<file path="src/rtl/scpa_pkg.sv">
package scpa_pkg;

  localparam int GRANULE    = 8;
  localparam int MAX_SMALL  = 128;
  localparam int LINK_AW    = 13;
  localparam int LINK_DEPTH = 1 << LINK_AW;

  localparam logic [2:0] ST_ALLOC      = 3'd0;
  localparam logic [2:0] ST_FREED      = 3'd1;
  localparam logic [2:0] ST_BADSIZE    = 3'd2;
  localparam logic [2:0] ST_EXHAUSTED  = 3'd3;
  localparam logic [2:0] ST_MISALIGNED = 3'd4;

  localparam logic KIND_ALLOC = 1'b0;
  localparam logic KIND_FREE  = 1'b1;

  typedef struct packed {
    logic        kind;
    logic [15:0] req_size;
    logic [15:0] free_addr;
  } req_t;

  typedef struct packed {
    logic [15:0] block_addr;
    logic [2:0]  status;
  } rsp_t;

  // controller -> datapath
  typedef struct packed {
    logic       capture;
    logic       eval;
    logic       bump_wr;
    logic       pop_wr;
    logic       div_step;
    logic       push_wr;
    logic       respond;
    logic       use_pop;
    logic [2:0] code;
  } dp_cmd_t;

  // datapath -> controller
  typedef struct packed {
    logic is_free;
    logic bad_size;
    logic head_valid;
    logic bump_fits;
    logic free_pre_ok;
    logic div_done;
    logic rem_zero;
  } dp_stat_t;

endpackage

</file>
<file path="src/rtl/scpa_ctrl.sv">
module scpa_ctrl (
  input  logic               clk,
  input  logic               rst,
  input  logic               start,
  input  scpa_pkg::dp_stat_t stat,
  output scpa_pkg::dp_cmd_t  cmd,
  output logic               busy
);

  localparam logic [1:0] S_IDLE = 2'd0;
  localparam logic [1:0] S_EVAL = 2'd1;
  localparam logic [1:0] S_POP  = 2'd2;
  localparam logic [1:0] S_DIV  = 2'd3;

  logic [1:0] state;
  logic [1:0] state_next;

  always_ff @(posedge clk) begin
    if (rst) begin
      state <= S_IDLE;
    end else begin
      state <= state_next;
    end
  end

  assign busy = (state != S_IDLE);

  always_comb begin
    cmd        = '0;
    cmd.code   = scpa_pkg::ST_ALLOC;
    state_next = state;
    unique case (state)
      S_IDLE: begin
        if (start) begin
          cmd.capture = 1'b1;
          state_next  = S_EVAL;
        end
      end
      S_EVAL: begin
        cmd.eval   = 1'b1;
        state_next = S_IDLE;
        if (!stat.is_free) begin
          priority if (stat.bad_size) begin
            cmd.respond = 1'b1;
            cmd.code    = scpa_pkg::ST_BADSIZE;
          end else if (stat.head_valid) begin
            state_next = S_POP;
          end else if (stat.bump_fits) begin
            cmd.bump_wr = 1'b1;
            cmd.respond = 1'b1;
            cmd.code    = scpa_pkg::ST_ALLOC;
          end else begin
            cmd.respond = 1'b1;
            cmd.code    = scpa_pkg::ST_EXHAUSTED;
          end
        end else if (stat.free_pre_ok) begin
          state_next = S_DIV;
        end else begin
          cmd.respond = 1'b1;
          cmd.code    = scpa_pkg::ST_MISALIGNED;
        end
      end
      S_POP: begin
        cmd.pop_wr  = 1'b1;
        cmd.respond = 1'b1;
        cmd.use_pop = 1'b1;
        cmd.code    = scpa_pkg::ST_ALLOC;
        state_next  = S_IDLE;
      end
      S_DIV: begin
        if (stat.div_done) begin
          cmd.respond = 1'b1;
          state_next  = S_IDLE;
          if (stat.rem_zero) begin
            cmd.push_wr = 1'b1;
            cmd.code    = scpa_pkg::ST_FREED;
          end else begin
            cmd.code    = scpa_pkg::ST_MISALIGNED;
          end
        end else begin
          cmd.div_step = 1'b1;
        end
      end
      default: state_next = S_IDLE;
    endcase
  end

endmodule

</file>
<file path="config.mk">
export PLATFORM = sky130hd
export DESIGN_NAME = scpa_ctrl
export DESIGN_NICKNAME = d
export VERILOG_FILES = /design/src/rtl/scpa_pkg.sv /design/src/rtl/scpa_ctrl.sv
export SDC_FILE = /design/constraint.sdc
export NUM_CORES = 1
export LEC_CHECK = 0
export ABC_AREA = 0
export BUFFER_PORTS_ARGS = -buffer_cell sky130_fd_sc_hd__buf_2
export CORE_AREA = 2 2 39 41
export DETAILED_ROUTE_END_ITERATION = 8
export DIE_AREA = 0 0 41 43
export MAX_ROUTING_LAYER = met4
export REMOVE_ABC_BUFFERS = 1
export SLEW_MARGIN = 20
export SYNTH_ARGS = -nofsm -noshare
export SYNTH_HDL_FRONTEND = slang
export SYNTH_SLANG_ARGS = --single-unit
</file>
<file path="constraint.sdc">
create_clock -name clk -period 2.5 [get_ports clk]
set_input_delay 0.625 -clock clk [delete_from_list [all_inputs] [get_ports clk]]
set_output_delay 0.625 -clock clk [all_outputs]
set_load 0.01 [all_outputs]
</file>
; ---- Yosys cells after proc, flatten, opt, wreduce, memory -nomap -nowiden
; Cells that the tools add are included.
[word_totals]
inputBits = 10
word_cells = 41
register_bits = 2
out_inout_bits = 12
[op_classes]
eq_ne = 5
mux = 32
n_reduce_logical = 3
[op_table]
columns = cell, n
row1 = $mux W2, 12
row2 = $mux W1, 13
row3 = $mux W3, 4
row4 = $pmux W2 S4, 1
row5 = $pmux W3 S2, 1
row6 = $eq A2 B2 Y1 const B, 2
row7 = $ne A2 B2 Y1 const B, 2
row8 = $pmux W1 S3, 1
row9 = $eq A2 B1 Y1 const B, 1
row10 = $logic_not A2 Y1, 1
row11 = $reduce_and A2 Y1, 1
row12 = $reduce_bool A2 Y1, 1

; ---- Depth between registers and ports, before layout
[logic_depth]
ltp_word = 5
ltp_mapped = 4
ltp_nobuf = 4

; ---- Worst setup path before layout
; OpenSTA, ideal clock, no wires.
[synth_path]
path_kind = input to output
start = input stat[5] (netlist bit)
end = output cmd[4] (netlist bit)
slack_ns = 0.628
required_ns = 1.875
path_stages = 3
n_path_buf = 0
arrival_ns = 1.247
cell_sequence = or3b_1 a31oi_1 nor2_1
[synth_rtl]
columns = item, line_no
row1 = start: declaration, scpa_ctrl.sv:5  ; input scpa_pkg::dp_stat_t stat,
row2 = end: declaration, scpa_ctrl.sv:6  ; output scpa_pkg::dp_cmd_t cmd,

==> flow_metrics.env <==
export IMPL_status="complete, no violations"
export IMPL_r2r_setup_slack_ps=1440
export IMPL_synthSimpleGateAreaFrac_pct=46.6
export IMPL_rsz0062_at_grt="false"
export IMPL_firstDrtPassIters=4
export IMPL_tns_ps=0
export IMPL_p_leak_nw=0.217
export IMPL_vias=299
export IMPL_antenna_found_initial=0
export IMPL_final_max_slew_viol_count=0
export IMPL_fp_dieArea_um2=1760
export IMPL_regToRegStartpoint="state[0]$_SDFFE_PP0P_"
export IMPL_synth_compound_area_share_pct=24.7
export IMPL_crit_fanout=3
export IMPL_grt_pass1_vias=273
export IMPL_crit_top_cell="buf_2"
export IMPL_cp_required_ps=1880
export IMPL_die_w_um=41
export IMPL_hold_buffers=0
export IMPL_drcViolationCount=0
export IMPL_drtAntennaViolNets=0
export IMPL_grt_start_max_net_pins=9
export IMPL_slew_headroom_pct=78.3
export IMPL_power_frac_clock_pct=47.4
export IMPL_avgSynthCellArea_um2=6.60
export IMPL_power_share_combinational_pct=27.5
export IMPL_ys_seq_area_share_pct=18.4
export IMPL_viasPerCell=4.15
export IMPL_crit_slowest_cell="or3b_1"
export IMPL_max_cap_violations=0
export IMPL_cts_buffer_depth=2
export IMPL_startpoint="stat[5]"
export IMPL_largest_register_ffs=2
export IMPL_antenna_cells=0
export IMPL_synthTopCellsByArea="dfxtp_1 (18%), nor2_1 (10%), or3b_1 (8.0%)"
export IMPL_finalNonFillerCells=72
export IMPL_fillers=157
export IMPL_synth_top_family_by_area="simple AND/OR/NAND/NOR gates"
export IMPL_synthMuxAreaShare_pct=0
export IMPL_wl_per_cell_um=7.96
export IMPL_routabilityCongestion=0.682
export IMPL_critPathMaxStageDelay_ps=400
export IMPL_netlist_cell_type_count=20
export IMPL_synthesis_area_um2=218
export IMPL_synthAdderAreaFrac_pct=0
export IMPL_seq_power_share_pct=25.0
export IMPL_fmax_mhz=470
export IMPL_gr_total_overflow=0
export IMPL_ctsResizeCount=0
export IMPL_setup_viol=0
export IMPL_worstSetupStartpointType="primary input"
export IMPL_multi_input_area_um2=155
export IMPL_fin_crit_ps=2130
export IMPL_portBuffers=21
export IMPL_core_um2=1380
export IMPL_largest_registers="state: 2 flops"
export IMPL_dp_hpwl_um=497
export IMPL_largest_register="state"
export IMPL_hold_viol=0
export IMPL_drt_iter0_drc=5
export IMPL_globalRouteMet2Util_pct=11.9
export IMPL_layout_nets=68
export IMPL_synth_seq_cells=2
export IMPL_grt_pass1_wl_um=938
export IMPL_power_switching_uw=42.8
export IMPL_syn_inst=33
export IMPL_pin_count=22
export IMPL_worstSetupEndpointType="output pin"
export IMPL_rows=14
export IMPL_worstPathArrival_ps=1500
export IMPL_path_clk_slew_ps=30
export IMPL_critPathKind="in -> out"
export IMPL_fin_crit_sh_pct=85.0
export IMPL_die_height_um=43
export IMPL_synth_xor_area_share_pct=0
export IMPL_cts_tree="yes"
export IMPL_seq_area_um2=40.0
export IMPL_ys_warn_count=0
export IMPL_gr_usage_met3_pct=3.14
export IMPL_clock_latency_ps=220
export IMPL_synth_area_leader_cell="dfxtp_1"
export IMPL_synth_top_area_share_pct=18.4
export IMPL_drive_gt1_share_pct=46.4
export IMPL_cts_root_buf="clkbuf_4"
export IMPL_path_cells="buf_2 -> or3b_1 -> a31oi_1 -> nor2_1 -> buf_2"
export IMPL_clock_skew_ps=1.97
export IMPL_busiest_layer="met2"
export IMPL_post_cts_buffers=0
export IMPL_min_delay_start="rst"
export IMPL_whs_ps=585
export IMPL_dp_cells=69
export IMPL_p_int_uw=108
export IMPL_gr_usage_all_layers_pct=8.42
export IMPL_initial_core_util_pct=15.7
export IMPL_h_tree_depth=1
export IMPL_total_power_uw=151
export IMPL_powerDensity_nw_per_um2=421
export IMPL_ir_worst_vdd_v=0.000123
export IMPL_area_delta_synth_final_pct=64.4
export IMPL_totalWireLength_um=573
export IMPL_worst_slew_pin_slew_ps=317
export IMPL_use_met1_pct=8.31
export IMPL_switching_share_pct=28.4
export IMPL_hold_path_class="in -> reg"
export IMPL_cts_sinks=2
export IMPL_cts_buffers=3
-- final cells by class --
type	instances	area share, %
Multi-Input combinational cell	26	43.4
Tap cell	16	5.59
Clock buffer	3	6.29
Inverter	4	4.20
Timing Repair Buffer	21	29.4
Sequential cell	2	11.2
-- path summary, 6_finish.rpt --
kind	to	cells past startpoint
setup / recovery	cmd[4]	5
hold / removal	state[1]$_SDFFE_PP0P_	2
setup reg to reg	state[0]$_SDFFE_PP0P_	3
hold reg to reg	state[0]$_SDFFE_PP0P_	2
-- worst max-delay path: cells and delay by family --
family,cells,cell delay [ps]
AO/OA/AOI/OAI,1,180
buffers and inverters,2,240
AND/OR/NAND/NOR,2,450
-- metal layers --
layer  vias to the layer above  share of wire (%)
li1                        159                  -
met2                        10                 52
met5                         -                  0
met1                       130                 39
met3                         0                9.1
met4                         0                  0
-- kinds of logic (layout without fill, tap and decap cells) --
| family | count (synthesis) | after routing |
|---|---|---|
| flip-flops | 2 | 2 |
| AO/OA/AOI/OAI | 7 | 7 |
| AND/OR/NAND/NOR | 19 | 19 |
| buffers and inverters | 5 | 28 |
-- power groups by stage --
| stage | clock network (mW) | logic (mW) | registers, mW |
|---|---|---|---|
| 2_1_floorplan | 0 | 0.0219 | 0.0374 |
| 6_report | 0.0715 | 0.0415 | 0.0377 |
| 4_1_cts | 0.0748 | 0.0422 | 0.0378 |
| 3_5_place_dp | 0 | 0.0419 | 0.0382 |
| 5_1_grt | 0.0789 | 0.0474 | 0.0383 |
| 3_3_place_gp | 0 | 0.0414 | 0.0382 |
-- synthesized netlist by cell type, drive strengths merged --
library cell and number:
nor2 6, inv 4, nand2 3, a21o 2, dfxtp 2, or2 2, or3b 2, a2111oi 1
a21boi 1, a21oi 1, a31oi 1, and2 1, buf 1, nand2b 1, nand3b 1, nor2b 1
nor3 1, nor4 1, o21bai 1
-- cell usage in the layout, fill, tap and decap left out --
cell and instances:
a21o_1 2, nand2b_1 1, or2_1 1, nor2b_1 1
nor2_1 6, o21bai_1 1, clkbuf_4 3, or3b_1 2
buf_2 21, nand2_1 3, or2_2 1, nor3_1 1
and2_1 1, dfxtp_1 2, a21boi_1 1, nor4_1 1
a31oi_1 1, inv_1 4, a21oi_2 1, a2111oi_0 1
nand3b_1 1
-- metrics by stage --
step / util [%] / area, µm² / setup slack [ps]
final: 25.9 / 358 / 374
after detailed placement: 24.2 / 335 / 393
after global placement: 24.2 / 335 / 394
after CTS: 25.9 / 358 / 387
after global routing: 25.9 / 358 / 297
after floorplan: - / 210 / 628
No activity file was read; power rests on OpenSTA's default activity.
